**src/design/oed_pkg.sv**
```systemverilog
package oed_pkg;

    // Fixed widths of the word fields.
    localparam int OP_W  = 2;
    localparam int CH_W  = 16;
    localparam int RES_W = 7;

    // Operation codes carried in the op field of an input word.
    localparam logic [OP_W-1:0] OP_APPEND_FIRST  = 2'd0;
    localparam logic [OP_W-1:0] OP_APPEND_SECOND = 2'd1;
    localparam logic [OP_W-1:0] OP_COMPUTE       = 2'd2;

    typedef struct packed {
        logic [OP_W-1:0] op;
        logic [CH_W-1:0] ch;
    } t_in_word;

    typedef struct packed {
        logic [RES_W-1:0] dist_res;
        logic [RES_W-1:0] len_first;
        logic [RES_W-1:0] len_second;
        logic             overflowed;
    } t_out_word;

    typedef enum logic [1:0] {
        SW_IDLE,
        SW_RUN,
        SW_DRAIN,
        SW_DONE
    } t_sweep_state;

    // Commands from the top level to the sweep sequencer.
    typedef struct packed {
        logic start;
        logic ack;
    } t_sweep_cmd;

    // Status from the sweep sequencer to the top level.
    typedef struct packed {
        logic busy;
        logic done;
    } t_sweep_stat;

endpackage

```
**src/design/oed_char_store.sv**
```systemverilog
module oed_char_store
    import oed_pkg::*;
#(
    parameter int MAX_LEN   = 64,
    parameter int CHAR_BITS = 16,
    localparam int IW = $clog2(MAX_LEN)
) (
    input  logic                 i_clk,
    input  logic                 i_we,
    input  logic                 i_w_sel,
    input  logic [IW-1:0]        i_w_idx,
    input  logic [CHAR_BITS-1:0] i_w_data,
    input  logic [IW-1:0]        i_a_idx,
    input  logic [IW-1:0]        i_b_idx,
    output logic [CHAR_BITS-1:0] o_a_data,
    output logic [CHAR_BITS-1:0] o_b_data
);

    // Both strings share one memory; the first index selects the string.
    logic [CHAR_BITS-1:0] r_mem [0:1][0:MAX_LEN-1];

    always_ff @(posedge i_clk) begin
        if (i_we) begin
            r_mem[i_w_sel][i_w_idx] <= i_w_data;
        end
        o_a_data <= r_mem[0][i_a_idx];
        o_b_data <= r_mem[1][i_b_idx];
    end

endmodule

```
**config.mk**
```make
export PLATFORM = sky130hd
export DESIGN_NAME = oed_char_store
export DESIGN_NICKNAME = d
export VERILOG_FILES = /design/src/design/oed_pkg.sv /design/src/design/oed_char_store.sv
export SDC_FILE = /design/constraint.sdc
export NUM_CORES = 2
export LEC_CHECK = 0
export ABC_AREA = 1
export BUFFER_PORTS_ARGS = -buffer_cell sky130_fd_sc_hd__buf_2
export CAP_MARGIN = 15
export CELL_PAD_IN_SITES_DETAIL_PLACEMENT = 1
export CELL_PAD_IN_SITES_GLOBAL_PLACEMENT = 1
export CORE_UTILIZATION = 40
export CTS_CLUSTER_SIZE = 10
export DETAILED_ROUTE_END_ITERATION = 16
export MAX_ROUTING_LAYER = met4
export PLACE_DENSITY = 0.67
export SETUP_SLACK_MARGIN = 0.15
export SLEW_MARGIN = 20
export SYNTH_ARGS = -nofsm -noshare
export SYNTH_HDL_FRONTEND = slang
export SYNTH_SLANG_ARGS = --single-unit
```
**constraint.sdc**
```tcl
create_clock -name i_clk -period 4.41 [get_ports i_clk]
set_input_delay 0.441 -clock i_clk [delete_from_list [all_inputs] [get_ports i_clk]]
set_output_delay 0.441 -clock i_clk [all_outputs]
set_load 0.05 [all_outputs]
```
Yosys cells after proc, flatten, opt, wreduce, memory -nomap -nowiden:

Memory sizes are Yosys's and may differ from the RTL's.
Cells that the tools add are included.

* $lt $le $gt $ge: 4
* reductions and logical operators: 1
* multiplexer cells: 10
* bitwise operators: 3

Operators with widths (number)
* $mux W1024: 1
* $bmux W16 S6: 2
* $demux W16 S6: 1
* $mux W16: 5
* $ge A7 B7 Y1 const B: 3
* $not A6 Y7: 3
* $lt A7 B1 Y1 const B: 1
* $logic_and A1 B1 Y1: 1
* $mux W1: 1

* RAM bits: 2048
* memories: 1
* word-level logic and storage cells: 21
* output and inout port bits: 32
* register bits: 32
* input bits: 37

Memory list
* r_mem: depth 2, width 1024, read ports 2, clocked after Yosys merged registers in 0, wr ports 1, line oed_char_store.sv:20 `logic [CHAR_BITS-1:0] r_mem [0:1][0:MAX_LEN-1];`

Depth between registers and ports, before layout:

* depth after elaboration: 6
* gate-level depth with buffers: 12
* mapped depth without buffers: 9

Least setup slack after synthesis:

Ideal clock, no wire load.

* path type: in2reg
* start point: input i_w_idx[0]
* end point: memory r_mem[1][1008] (netlist name) (enable)
* stages: 3
* setup time: 0.409 ns
* data arrival time: 2.200 ns
* path slack: 1.801 ns
* required time: 4.001 ns
* path buffers: 0
* cell sequence: nor3_1 inv_1 nor3_1

* longest elaborated chain between the ends: 6
* elaborated cells between the ends (all ways): 7
* those cells by class: order compare: 2; mux: 3; bitwise: 1; reduce/logical: 1

RTL lines
* start, declared: line oed_char_store.sv:11 `input logic [IW-1:0] i_w_idx,`
* $not A6 Y7 (not written as such) *: line oed_char_store.sv:24 `r_mem[i_w_sel][i_w_idx] <= i_w_data;`
* $ge A7 B7 Y1 (not written as such) / $lt A7 B1 Y1 (equally long branches): line oed_char_store.sv:24
* $logic_and A1 B1 Y1 (not written as such): line oed_char_store.sv:24
* $mux W16 (not written as such): line oed_char_store.sv:24
* $demux W16 S6 *: line oed_char_store.sv:24
* $mux W1024 (not written as such) *: line oed_char_store.sv:24
* end, declared: line oed_char_store.sv:20

Every way passes the cells marked *; elsewhere a longest branch is shown, timed or not.

Worst setup path after layout:

* start point: input i_b_idx[2]
* end point: register o_b_data[14]

* longest elaborated chain between the ends: 4

RTL lines
* start, declared: line oed_char_store.sv:14 `input logic [IW-1:0] i_b_idx,`
* $not A6 Y7 (not written as such): line oed_char_store.sv:27 `o_b_data <= r_mem[1][i_b_idx];`
* $bmux W16 S6: line oed_char_store.sv:27
* $mux W16 (not written as such) (2 in a row): line oed_char_store.sv:27
* end signal, assigned: line oed_char_store.sv:27
* end, declared: line oed_char_store.sv:16 `output logic [CHAR_BITS-1:0] o_b_data`

Every way passes these cells. The select of a mux whose other input is x is not followed.

==> flow_metrics.tcl <==
set metrics [dict create \
    die_y_um 461 \
    grt-ovfl-total 0 \
    cpMaxStageDelayCell "inv_4" \
    synth.distinct_cells 19 \
    outcome "complete, no violations" \
    clkLatencyLatePin_ns 0.85 \
    slowest_delay_ns 0.62 \
    critPathCapture "o_b_data[14]" \
    holdCritPathClass "in -> reg" \
    hpwlAfterDp_um 147000 \
    gr-usage-all-layers 0.254 \
    hold_buffers 1 \
    drc 0 \
    antenna_found_initial 15 \
    fmax_ghz 0.415 \
    globalplace.congestion 0.848 \
    reg2reg_slack_ns 2.71 \
    synthCells 7081 \
    syn-num-nets 7118 \
    yosysMostFrequentCell "nand2_1" \
    cp-end-kind "flip-flop" \
    synth_warnings 0 \
    clk_pin_slew_worst_paths_ns 0.06 \
    tritoncts "built" \
    drtAntennaViolNets 0 \
    synth_top_area_share 0.729 \
    clockBufferDepth 3 \
    crit_fanout 50 \
    drv_slew 0 \
    rows 168 \
    numCtsBuffers 228 \
    crit_chain "buf_4 > inv_4 > buf_4 > buf_4 > nand3_1 > nand2_1 > nand2_1 > nand3_1 > nand3_1 > nand2_1" \
    drv_cap 0 \
    fin_cells 10044 \
    core-area_um2 210000 \
    startpoint "i_b_idx[2]" \
    timing.rr.start "r_mem[1][141]" \
    start_util 0.402 \
    crit_type "in -> reg" \
    vias 56606 \
    cts_resized 0 \
    yosys.area.top_type "edfxtp_1" \
    io_buffers 68 \
    whs_ns 0.0383 \
    avgSynthCellArea_um2 11.9 \
    cp.required_ns 5.20 \
    drtPass1Iterations 5 \
    final_nets 7172 \
    viasPerCell 5.64 \
    layout_min_cycle_time_ns 2.41 \
    yosysSeqAreaShare 0.737 \
    worst_slew_pin_slew_ns 1.14 \
    routed_wl_um 264000 \
    rr_endpoint "o_b_data[13]" \
    dp.cells 9709 \
    cts_num_sinks 2080 \
    clock_skew_ns 0.0245 \
    dieArea_um2 213000 \
    post_cts_buffers 0 \
    grt_max_degree 195 \
    leakage_nw 33.5 \
    synth_ff_type "edfxtp_1" \
    start_kind "input pin" \
    p_per_area_nw_per_um2 443 \
    worstPathArrival_ns 3.20 \
    h-tree-depth 4 \
    synth_common_cells "nand2_1, edfxtp_1, nand3_1, buf_2, nor2_1" \
    synth_seq_cells 2080 \
    ctsRootBufferMaster "clkbuf_16" \
    first_global_vias 57170 \
    synth_edf_count 2048 \
    setup_viol 0 \
    async_reset_ff_frac 0 \
    ios 69 \
    setup_slack_ns 2.00 \
    synthTopCellsByArea "edfxtp_1, nand2_1, nand3_1" \
    relSlewSlack 0.238 \
    ir_worst_vdd_uv 437 \
    ff2ff_path_depth 8 \
    drive_gt1_frac 0.0856 \
    drt_iter0_drc 5619 \
    die_x_um 461 \
    rsz0062_at_grt "false" \
    netlist_area_um2 84300 \
    dp_slack_ns 1.13 \
    tns_ns 0 \
    fin_crit_sh 0.546 \
    wl_per_cell_um 26.3 \
    grt_pass1_wl_um 387000 \
    hold_viol_final 0 \
    areaGrowthSynthToFinish_pct 11.6 \
]
## report_power, final
group          switching (W)  internal (W)
registers          0.0000654        0.0218
clock network        0.00744       0.00953
logic                0.00218      0.000599
total                0.00968        0.0320
## cell usage in the layout (no fill, tap or decap), types with 2 or more instances in the layout
master     netlist  final
nor3_1          33      2
inv_6            1      5
buf_4           33    191
inv_4            0      2
dfxtp_1         32     32
nand2_1       2644   2644
clkbuf_1        55     79
nor2_4           0      3
clkinv_1         0      4
inv_8            1      2
diode_2          0      6
edfxtp_1      2048   2048
nor3_2           4     35
nor2_1          99     66
nor3_4           7      7
buf_6           82     13
buf_2          263     45
clkinv_8         0      3
buf_8            1      4
inv_1           13     10
buf_12           0     27
clkbuf_16        0    234
inv_2           12     11
nor2_2           0     30
inv_16           0      3
nand3_1       1729   1728
## through the flow
| step | power (W) | util | instance area, um2 |
|---|---|---|---|
| floorplan | 0.0238 | - | 84300 |
| global placement | 0.0250 | 0.419 | 87700 |
| detailed placement | 0.0251 | 0.419 | 87700 |
| CTS | 0.0419 | 0.449 | 94000 |
| global route | 0.0428 | 0.449 | 94100 |
| finish | 0.0416 | 0.449 | 94100 |
## layer usage
layer  wire length, um  track usage  up-vias  share of wire
met5                 0            -        -              0
met4              7610       0.0756        0          0.029
met3             16300       0.0321      403          0.062
met2            125000        0.396     1932           0.47
met1            115000        0.349    29336           0.44
li1                  -            -    24935              -
## layout make-up
cell class,count,area (um2)
fill,21883,115000
sequential,2080,62100
multi-input combinational,4517,19500
clock buffer,314,6170
tap,2805,3510
timing repair buffer,281,2420
inverter,27,154
clock inverter,14,135
antenna,6,15.0
## flip-flops by register name (all words and copies together) (netlist names)
| signal | flops |
|---|---|
| o_b_data | 16 |
| r_mem | 2048 |
| o_a_data | 16 |
## logic make-up after synthesis
family                 Yosys count  share of synthesized area
buffers and inverters          484                     0.0345
DFF                           2080                      0.737
and+or+nand+nor               4517                      0.229
## worst min-delay path by stage
stage                  startpoint             to  slack [ns]  cells past startpoint
floorplan             i_w_data[0]    r_mem[0][0]        0.54                      0
global placement    r_mem[0][250]   o_a_data[10]        0.77                      8
detailed placement  r_mem[0][186]   o_a_data[10]        0.81                      8
CTS                  i_w_data[10]  r_mem[0][906]       0.007                      1
global route         i_w_data[10]  r_mem[0][954]        0.03                      1
finish               i_w_data[10]  r_mem[0][954]        0.04                      1
## worst max-delay path, delay by kind of cell
family | cells | cell delay [ns]
simple gates | 6 | 0.98
buf+inv | 4 | 1.72
(Power assumes the default switching activity.)
