`config.mk`:
```
export PLATFORM = sky130hd
export DESIGN_NAME = oed_sweep
export DESIGN_NICKNAME = d
export VERILOG_FILES = /design/src/design/oed_pkg.sv /design/src/design/oed_sweep.sv
export SDC_FILE = /design/constraint.sdc
export NUM_CORES = 1
export LEC_CHECK = 0
export ABC_CLOCK_PERIOD_IN_PS = 14400
export BUFFER_PORTS_ARGS = -buffer_cell sky130_fd_sc_hd__buf_2
export CAP_MARGIN = 20
export CORE_UTILIZATION = 24
export CTS_CLUSTER_DIAMETER = 60
export DETAILED_ROUTE_END_ITERATION = 10
export PLACE_DENSITY = 0.49
export SETUP_SLACK_MARGIN = 0.15
export SLEW_MARGIN = 20
export SYNTH_ARGS = -nofsm -noshare
export SYNTH_HDL_FRONTEND = slang
export SYNTH_SLANG_ARGS = --single-unit
export TNS_END_PERCENT = 50
```
`constraint.sdc`:
```
create_clock -name i_clk -period 14.4 [get_ports i_clk]
set_input_delay 2.16 -clock i_clk [delete_from_list [all_inputs] [get_ports i_clk]]
set_output_delay 2.16 -clock i_clk [all_outputs]
set_load 0.01 [all_outputs]
```
`src/design/oed_pkg.sv`:
```
package oed_pkg;

    // Fixed widths of the word fields.
    localparam int OP_W  = 2;
    localparam int CH_W  = 16;
    localparam int RES_W = 7;

    // Operation codes carried in the op field of an input word.
    localparam logic [OP_W-1:0] OP_APPEND_FIRST  = 2'd0;
    localparam logic [OP_W-1:0] OP_APPEND_SECOND = 2'd1;
    localparam logic [OP_W-1:0] OP_COMPUTE       = 2'd2;

    typedef struct packed {
        logic [OP_W-1:0] op;
        logic [CH_W-1:0] ch;
    } t_in_word;

    typedef struct packed {
        logic [RES_W-1:0] dist_res;
        logic [RES_W-1:0] len_first;
        logic [RES_W-1:0] len_second;
        logic             overflowed;
    } t_out_word;

    typedef enum logic [1:0] {
        SW_IDLE,
        SW_RUN,
        SW_DRAIN,
        SW_DONE
    } t_sweep_state;

    // Commands from the top level to the sweep sequencer.
    typedef struct packed {
        logic start;
        logic ack;
    } t_sweep_cmd;

    // Status from the sweep sequencer to the top level.
    typedef struct packed {
        logic busy;
        logic done;
    } t_sweep_stat;

endpackage

```
`src/design/oed_sweep.sv`:
```
module oed_sweep
    import oed_pkg::*;
#(
    parameter int MAX_LEN   = 64,
    parameter int CHAR_BITS = 16,
    localparam int IW = $clog2(MAX_LEN),
    localparam int LW = $clog2(MAX_LEN + 1)
) (
    input  logic                 i_clk,
    input  logic                 i_rst_n,
    input  t_sweep_cmd           i_cmd,
    output t_sweep_stat          o_stat,
    input  logic [LW-1:0]        i_len_a,
    input  logic [LW-1:0]        i_len_b,
    output logic [IW-1:0]        o_a_idx,
    output logic [IW-1:0]        o_b_idx,
    input  logic [CHAR_BITS-1:0] i_a_data,
    input  logic [CHAR_BITS-1:0] i_b_data,
    output logic [1:0]           o_up_row,
    output logic [IW-1:0]        o_up_col,
    output logic [1:0]           o_up2_row,
    output logic [IW-1:0]        o_up2_col,
    input  logic [LW-1:0]        i_up_data,
    input  logic [LW-1:0]        i_up2_data,
    output logic                 o_we,
    output logic [1:0]           o_w_row,
    output logic [IW-1:0]        o_w_col,
    output logic [LW-1:0]        o_w_data,
    output logic [LW-1:0]        o_dist
);

    function automatic logic [1:0] row_prev(input logic [1:0] row);
        logic [1:0] res;
        case (row)
            2'd0:    res = 2'd2;
            2'd1:    res = 2'd0;
            2'd2:    res = 2'd1;
            default: res = 2'd0;
        endcase
        return res;
    endfunction

    function automatic logic [1:0] row_next(input logic [1:0] row);
        logic [1:0] res;
        case (row)
            2'd0:    res = 2'd1;
            2'd1:    res = 2'd2;
            2'd2:    res = 2'd0;
            default: res = 2'd0;
        endcase
        return res;
    endfunction

    t_sweep_state r_state, n_state;
    logic [LW-1:0] r_i, n_i, r_j, n_j;
    logic [1:0]    r_rcur, n_rcur;
    logic [LW-1:0] r_dist, n_dist;
    logic          w_issue;

    // Cell stage registers.
    logic                 r_dv, r_hit, w_hit;
    logic [LW-1:0]        r_di, r_dj;
    logic [1:0]           r_drow;
    logic [LW-1:0]        r_up_last, r_v_last;
    logic [CHAR_BITS-1:0] r_a_last, r_b_last;

    logic [LW-1:0] w_up, w_up_jm1, w_left, w_up2, w_v;
    logic [LW:0]   w_up1, w_left1, w_diag, w_tr1, w_m1, w_m2, w_m3;
    logic          w_cost, w_trans;

    // Issue side: addresses of the cell (r_i, r_j).
    assign o_a_idx   = IW'(r_i - LW'(1));
    assign o_b_idx   = IW'(r_j - LW'(1));
    assign o_up_row  = row_prev(r_rcur);
    assign o_up_col  = IW'(r_j - LW'(1));
    assign o_up2_row = row_next(r_rcur);
    assign o_up2_col = IW'(r_j - LW'(3));

    // Cell side: the table borders (row 0, column 0) are formed here, not stored.
    always_comb begin
        if (r_di == LW'(1)) begin
            w_up = r_dj;
        end else if (r_hit) begin
            w_up = r_v_last;
        end else begin
            w_up = i_up_data;
        end
        w_up_jm1 = (r_dj == LW'(1)) ? r_di - LW'(1) : r_up_last;
        w_left   = (r_dj == LW'(1)) ? r_di : r_v_last;
        if (r_dj == LW'(2)) begin
            w_up2 = r_di - LW'(2);
        end else if (r_di == LW'(2)) begin
            w_up2 = r_dj - LW'(2);
        end else begin
            w_up2 = i_up2_data;
        end
        w_cost  = (i_a_data != i_b_data);
        w_trans = (r_di > LW'(1)) && (r_dj > LW'(1)) &&
                  (i_a_data == r_b_last) && (r_a_last == i_b_data);
        w_up1   = {1'b0, w_up} + (LW + 1)'(1);
        w_left1 = {1'b0, w_left} + (LW + 1)'(1);
        w_diag  = {1'b0, w_up_jm1} + (LW + 1)'(w_cost);
        w_tr1   = {1'b0, w_up2} + (LW + 1)'(1);
        w_m1    = (w_up1 < w_left1) ? w_up1 : w_left1;
        w_m2    = (w_diag < w_m1) ? w_diag : w_m1;
        w_m3    = (w_trans && (w_tr1 < w_m2)) ? w_tr1 : w_m2;
        w_v     = LW'(w_m3);
    end

    assign o_we     = r_dv;
    assign o_w_row  = r_drow;
    assign o_w_col  = IW'(r_dj - LW'(1));
    assign o_w_data = w_v;

    // The cell being issued reads the entry the cell stage writes now: forward it.
    assign w_hit = w_issue && r_dv && (o_w_row == o_up_row) && (o_w_col == o_up_col);

    always_comb begin
        n_state = r_state;
        n_i     = r_i;
        n_j     = r_j;
        n_rcur  = r_rcur;
        n_dist  = r_dist;
        w_issue = 1'b0;
        case (r_state)
            SW_IDLE: begin
                if (i_cmd.start) begin
                    if (i_len_a == '0) begin
                        n_dist  = i_len_b;
                        n_state = SW_DONE;
                    end else if (i_len_b == '0) begin
                        n_dist  = i_len_a;
                        n_state = SW_DONE;
                    end else begin
                        n_i     = LW'(1);
                        n_j     = LW'(1);
                        n_rcur  = 2'd1;
                        n_state = SW_RUN;
                    end
                end
            end
            SW_RUN: begin
                w_issue = 1'b1;
                if (r_j == i_len_b) begin
                    n_j    = LW'(1);
                    n_i    = r_i + LW'(1);
                    n_rcur = row_next(r_rcur);
                    if (r_i == i_len_a) begin
                        n_state = SW_DRAIN;
                    end
                end else begin
                    n_j = r_j + LW'(1);
                end
            end
            SW_DRAIN: begin
                n_dist  = w_v;
                n_state = SW_DONE;
            end
            SW_DONE: begin
                if (i_cmd.ack) begin
                    n_state = SW_IDLE;
                end
            end
            default: begin
                n_state = SW_IDLE;
            end
        endcase
    end

    always_ff @(posedge i_clk) begin
        if (!i_rst_n) begin
            r_state <= SW_IDLE;
            r_dv    <= 1'b0;
            r_hit   <= 1'b0;
        end else begin
            r_state <= n_state;
            r_dv    <= w_issue;
            r_hit   <= w_hit;
        end
    end

    always_ff @(posedge i_clk) begin
        r_i    <= n_i;
        r_j    <= n_j;
        r_rcur <= n_rcur;
        r_dist <= n_dist;
        if (w_issue) begin
            r_di   <= r_i;
            r_dj   <= r_j;
            r_drow <= r_rcur;
        end
        if (r_dv) begin
            r_up_last <= w_up;
            r_v_last  <= w_v;
            r_b_last  <= i_b_data;
            if (r_dj == i_len_b) begin
                r_a_last <= i_a_data;
            end
        end
    end

    assign o_stat.busy = (r_state != SW_IDLE);
    assign o_stat.done = (r_state == SW_DONE);
    assign o_dist      = r_dist;

    a_no_cell_when_idle: assert property (@(posedge i_clk) disable iff (!i_rst_n)
        (r_state == SW_IDLE) |-> !r_dv)
        else $error("cell stage active while the sweep is idle");

    a_start_only_idle: assert property (@(posedge i_clk) disable iff (!i_rst_n)
        i_cmd.start |-> (r_state == SW_IDLE))
        else $error("sweep started while busy");

    a_fwd_follows_write: assert property (@(posedge i_clk) disable iff (!i_rst_n)
        r_hit |-> (r_dv && $past(r_dv)))
        else $error("forwarded cost without a preceding write");

    a_dist_bound: assert property (@(posedge i_clk) disable iff (!i_rst_n)
        (r_state == SW_DONE) |-> (r_dist <= LW'(MAX_LEN)))
        else $error("distance above string capacity");

endmodule

```
-- Word-level counts from Yosys, hierarchy flattened
Index checks and enable logic that the tools add are counted.
- input port bits: 64
- output and inout port bits: 53
- word-level logic and storage cells: 110
- register bits after elaboration: 89
- equal/unequal tests: 24
- muxes and demuxes: 35
- $add $sub $neg: 13
- magnitude comparators: 5
- reduce and logical (&&, ||, !) cells: 19
- operator list (operator ; count):
    $mux W7 ; 15
    $pmux W7 S2 ; 3
    $eq A16 B16 Y1 ; 2
    $add A7 B1 Y8 const B ; 3
    $lt A8 B8 Y1 ; 3
    $eq A7 B7 Y1 ; 3
    $mux W2 ; 10
    $sub A6 B1 Y6 const B ; 3
    $mux W8 ; 2
    $ne A16 B16 Y1 ; 1
    $add A7 B1 Y7 const B ; 2
    $eq A7 B1 Y1 const B ; 2
    $eq A7 B2 Y1 const B ; 2
    $gt A7 B1 Y1 const B ; 2
    $logic_not A7 Y1 ; 2
    $sub A7 B2 Y7 const B ; 2
    $ne A2 B2 Y1 const B ; 6
    $pmux W2 S2 ; 3
    $add A7 B1 Y8 ; 1
    $pmux W2 S4 ; 1
    $reduce_and A4 Y1 ; 2
    $logic_and A1 B1 Y1 ; 7
    $sub A7 B1 Y7 const B ; 1
    $eq A2 B2 Y1 const B ; 3
    other kinds (11) ; 15

-- Logic depth before layout (Yosys ltp)
- word-level depth: 11
- depth in mapped cells: 46
- mapped depth without buffers: 40

-- Worst setup path before layout
OpenSTA, ideal clock, no wires.
- path type: input -> output
- start point: input i_up_data[0]
- end point: output o_w_data[3]
- stages on the path: 35
- arrival time: 8071 ps
- data required time: 12240 ps
- setup slack: 4169 ps
- path buffers: 3
- cell sequence: mux2i_1 a21oi_1 ha_1 nand3_1 xnor2_1 ha_1 inv_1 o211ai_1 mux2i_1 a211oi_2 a221oi_4 o41ai_2 or2_1 buf_6 mux2i_1 ha_1 a21o_1 a21o_1 nor2b_1 nor2_1 nand2_1 o21ai_0 mux2i_4 mux2_4 ha_1 nand4_1 nor2_1 a21oi_1 nand4_1 nor3_1 a21boi_0 a31oi_2 buf_4 buf_4 mux2i_1
- word-level cells in the longest chain between the ends: 10
- RTL lines (what ; RTL line ; RTL):
    from (decl) ; oed_sweep.sv:23 ; input logic [LW-1:0] i_up_data,
    $mux W7 (*) ; oed_sweep.sv:83 ; end else if (r_hit) begin
    $mux W7 (*) ; oed_sweep.sv:81 ; if (r_di == LW'(1)) begin
    named net w_up[0] ; oed_sweep.sv:67 ; logic [LW-1:0] w_up, w_up_jm1, w_left, w_up2, w_v;
    $add A7 B1 Y8 (*) ; oed_sweep.sv:100 ; w_up1 = {1'b0, w_up} + (LW + 1)'(1);
    $lt A8 B8 Y1 ; oed_sweep.sv:104 ; w_m1 = (w_up1 < w_left1) ? w_up1 : w_left1;
    $mux W8 (*) ; oed_sweep.sv:104 ;
    $lt A8 B8 Y1 ; oed_sweep.sv:105 ; w_m2 = (w_diag < w_m1) ? w_diag : w_m1;
    $mux W8 (*) ; oed_sweep.sv:105 ;
    $lt A8 B8 Y1 ; oed_sweep.sv:106 ; w_m3 = (w_trans && (w_tr1 < w_m2)) ? w_tr1 : w_m2;
    $logic_and A1 B1 Y1 ; oed_sweep.sv:106 ;
    $mux W7 (*) ; oed_sweep.sv:106 ;
    to (decl) ; oed_sweep.sv:28 ; output logic [LW-1:0] o_w_data,
Mark *: on every way through the listed nets, which the timed path passes. The rest lies on a longest branch.

-- Worst setup path in the final report
- start point: register r_dj[1]
- end point: output o_w_data[6]
- word-level cells in the longest chain between the ends: 10
- RTL lines (what ; RTL line ; RTL):
    from (decl) ; oed_sweep.sv:62 ; logic [LW-1:0] r_di, r_dj;
    from (signal assigned) ; oed_sweep.sv:189 ; r_dj <= r_j;
    $eq A7 B1 Y1 ; oed_sweep.sv:88, oed_sweep.sv:89 ;
    $mux W7 ; oed_sweep.sv:89 ; w_left = (r_dj == LW'(1)) ? r_di : r_v_last;
    $add A7 B1 Y8 ; oed_sweep.sv:101 ; w_left1 = {1'b0, w_left} + (LW + 1)'(1);
    $lt A8 B8 Y1 ; oed_sweep.sv:104 ;
    $mux W8 ; oed_sweep.sv:104 ;
    $lt A8 B8 Y1 ; oed_sweep.sv:105 ;
    $mux W8 ; oed_sweep.sv:105 ;
    $lt A8 B8 Y1 ; oed_sweep.sv:106 ;
    $logic_and A1 B1 Y1 ; oed_sweep.sv:106 ;
    $mux W7 (*) ; oed_sweep.sv:106 ;
Mark *: on every way between the ends. The rest lies on a longest branch, timed or not.

==> metrics.txt <==
Worst Reg-to-Reg Cells=38; LEAKAGE=3.243 nW; post-synthesis sequential area ratio=0.3789; Worst path depth=38; placer congestion estimate=0.8716; Synth Instances=just over 700; fraction of layout cells with a size suffix above 1=0.1988; synth unique cells=59; commonest non-fill, non-tap cell in the layout=buf_2; CP Capture Type=output pin; Syn Area/Cell=9.731 µm²; port bufs=between 100 and 150; internal reg-to-reg setup slack=between 5 and 6 ns; Critical Path Sink=o_w_data[6]; highest-count cells in the layout ignoring fill and taps=buf_2 (116), edfxtp_1 (85), xor2_1 (70), xnor2_1 (67), nor2_1 (55); Startpoint Class=flip-flop; CTS tree=done; Worst-Margin Slew=0.8693 ns; total die area=~0.030 mm²; Num CTS Buffers=9; Crit Path Max Fanout=21; Rel. slew slack=0.4174; Overall Power=0.001504 W; Final min period=between 10 and 15 ns; initial antenna violation count=0; Diodes inserted=0; final layout net count=911; Setup Fix Bufs, Post-CTS=0; die height=172.1 µm; critical path class=reg2out; synth warn=0; HPWL Detailed=16810 µm; H-tree Lvls=3; vias in the first global route=5393; row cnt=61; RR Startpoint=r_dj[1]$_DFFE_PP_; worst path buffer plus inverter count=5; Initial Utilization=0.2467; cell area after synthesis=0.006948 mm²; pin count of the biggest net entering global routing=34; Setup violations, final=0; Async SR Flop Fraction=0; WL/cell=17.83 µm; area delta synth->final=17.31%; total grt overflow=0; Critical Path RT=12.24 ns; first-pass GRT wire length=about 32000 µm; final setup TNS=0 ns; maximum vdd drop=0.1164 mV; DRT Pass-1 Iters=6; Routed WL=~21000 µm; CTS Hold Bufs=0; routed via count=5533; Sink Count=89; Max Clock Freq=85.82 MHz; post-cts repair resize count=0; max_cap viols=0; Critical Path AT=9.49 ns; max incr delay on CP=0.68 ns; vias per cell=4.657; Post-synth top flop=edfxtp_1; root buf cell=clkbuf_16; Pwr Density=184.5 mW/mm²; cell mode on critical path=ha_1; IO Pins=~120; worst-skew pair later-pin latency=roughly 0.35 ns; critical path's slowest cell=nand4b_1; syn_nets=820; Max Root-Sink Buffers=2; Critical Path Source=r_dj[1]$_DFFE_PP_; worst hold slack=0.4997 ns; Routed Antenna Nets=0; crit share post-route=0.8092; Final Hold Viols=0; Final Max Tran Viols=0; DRT iter0 DRCs=~320; EDFF count, synth=85; GR Util All Layers=0.1478; delay-heaviest family, CP=multiplexers; core area=between 0.02 and 0.03 mm²; Hold WC Path Type=reg2reg; RSZ-0062 raised after global routing=no; register bit total from synthesis=between 80 and 90; clk_skew=0.01038 ns; DRC viols=0; RR Endpoint=o_dist[0]$_DFFE_PP_; run status=complete, no violations; final core utilization=0.2894; Die Width=172.1 µm; clock transition at the registers of the reported paths=roughly 0.070 ns
-- stage by stage --
step / worst slack (ns) / instances / cell area (µm²)
3_3_place_gp: 3.093 / 1172 / 7820
2_1_floorplan: 4.169 / 714 / 6948
3_5_place_dp: 2.993 / 1172 / 7820
6_report: 2.748 / 1188 / 8150
4_1_cts: 2.757 / 1188 / 8139
5_1_grt: 1.830 / 1188 / 8150
-- worst register-to-register path: cells and delay by family (launching register included) --
kind / cells / cell delay, ns
xor gates and xnor gates: 1 / 0.16
DFF: 1 / 0.55
buffers and inverters: 4 / 0.69
and+or+nand+nor: 7 / 1.70
AOI/OAI and AO/OA: 14 / 2.38
muxes: 7 / 2.15
adders and majority gates: 5 / 1.30
-- cell families (layout without fill, tap and decap cells) --
| logic type | Yosys count | after routing | share of synthesized area |
|---|---|---|---|
| xor gates and xnor gates | 137 | 137 | 0.1727 |
| AOI/OAI and AO/OA | 113 | 113 | 0.1039 |
| buffers and inverters | 85 | 181 | 0.05690 |
| muxes | 32 | 32 | 0.05330 |
| adders and majority gates | 42 | 42 | 0.07563 |
| and+or+nand+nor | 216 | 216 | 0.1587 |
| DFF | 89 | 89 | 0.3789 |
-- synthesized netlist by cell type (2+ instances only) --
| library cell | count | area, µm² |
|---|---|---|
| a221oi_1 | 2 | 17.52 |
| inv_1 | 43 | 161.4 |
| nand3_1 | 28 | 140.1 |
| mux2_4 | 5 | 75.07 |
| mux2i_2 | 2 | 27.53 |
| buf_4 | 10 | 75.07 |
| o211ai_1 | 4 | 30.03 |
| a211oi_1 | 5 | 37.54 |
| nor4_1 | 13 | 81.33 |
| a21o_1 | 7 | 52.55 |
| nand2_1 | 49 | 183.9 |
| nand4b_1 | 2 | 17.52 |
| nand3b_1 | 4 | 30.03 |
| or4_1 | 2 | 15.01 |
| nand4_1 | 17 | 106.4 |
| xnor2_1 | 67 | 586.8 |
| nor3_1 | 13 | 65.06 |
| or3_1 | 9 | 56.30 |
| buf_6 | 5 | 56.30 |
| nor2b_1 | 3 | 18.77 |
| dfxtp_1 | 4 | 80.08 |
| ha_1 | 42 | 525.5 |
| clkbuf_1 | 26 | 97.59 |
| mux2_2 | 4 | 45.04 |
| nand2b_1 | 3 | 18.77 |
| o21ai_0 | 30 | 150.1 |
| xor2_1 | 70 | 613.1 |
| a21oi_1 | 36 | 180.2 |
| a21boi_0 | 3 | 22.52 |
| edfxtp_1 | 85 | 2552 |
| and3_1 | 6 | 37.54 |
| a31oi_1 | 8 | 50.05 |
| o31ai_1 | 6 | 45.04 |
| o41ai_1 | 2 | 17.52 |
| nor2_1 | 55 | 206.5 |
| mux2i_1 | 20 | 200.2 |
| and2_1 | 2 | 12.51 |
-- state kept, by name, summed over array words and instances, names as in the netlist, 7 cells and up --
name / cells
r_b_last: 16
r_up_last: 7
r_dj: 7
r_i: 7
r_v_last: 7
o_dist: 7
r_j: 7
r_a_last: 16
r_di: 7
-- per-layer routing --
| layer | vias up | part of all wire | GRT usage |
|---|---|---|---|
| li1 | 2704 | - | - |
| met1 | 2650 | 0.46 | 0.1988 |
| met2 | 159 | 0.48 | 0.2416 |
| met3 | 20 | 0.043 | 0.02472 |
| met4 | 0 | 0.017 | 0.04348 |
| met5 | - | 0 | 0 |
-- how the worst min path moves through the flow --
| stage | from | endpoint | cells past startpoint |
|---|---|---|---|
| after floorplan | r_i[2]$_SDFFCE_PN0P_ | r_di[2]$_DFFE_PP_ | 0 |
| after global placement | r_state[1]$_SDFFE_PN0P_ | r_state[1]$_SDFFE_PN0P_ | 2 |
| after detailed placement | r_state[1]$_SDFFE_PN0P_ | r_state[1]$_SDFFE_PN0P_ | 2 |
| after CTS | r_state[1]$_SDFFE_PN0P_ | r_state[1]$_SDFFE_PN0P_ | 2 |
| after global routing | r_state[1]$_SDFFE_PN0P_ | r_state[1]$_SDFFE_PN0P_ | 2 |
| final | r_state[1]$_SDFFE_PN0P_ | r_state[1]$_SDFFE_PN0P_ | 2 |
-- cell type report --
cell class / instances / area (µm²)
Fill cell: 2964 / 20010
Multi-Input combinational cell: 540 / 3939
Sequential cell: 89 / 2633
Timing Repair Buffer: 122 / 625.6
Tap cell: 378 / 473.0
Clock buffer: 10 / 229.0
Inverter: 43 / 161.4
Clock inverter: 6 / 90.09
-- where the power goes --
part	internal [W]	leakage (nW)	switching [W]	total [W]
clock	0.000153	0.153	0.000105	0.000257
combinational	0.000308	2.27	0.000436	0.000744
sequential	0.000384	0.819	0.000119	0.000502
total	0.000845	3.24	0.000659	0.00150
(Power assumes the default switching activity.)
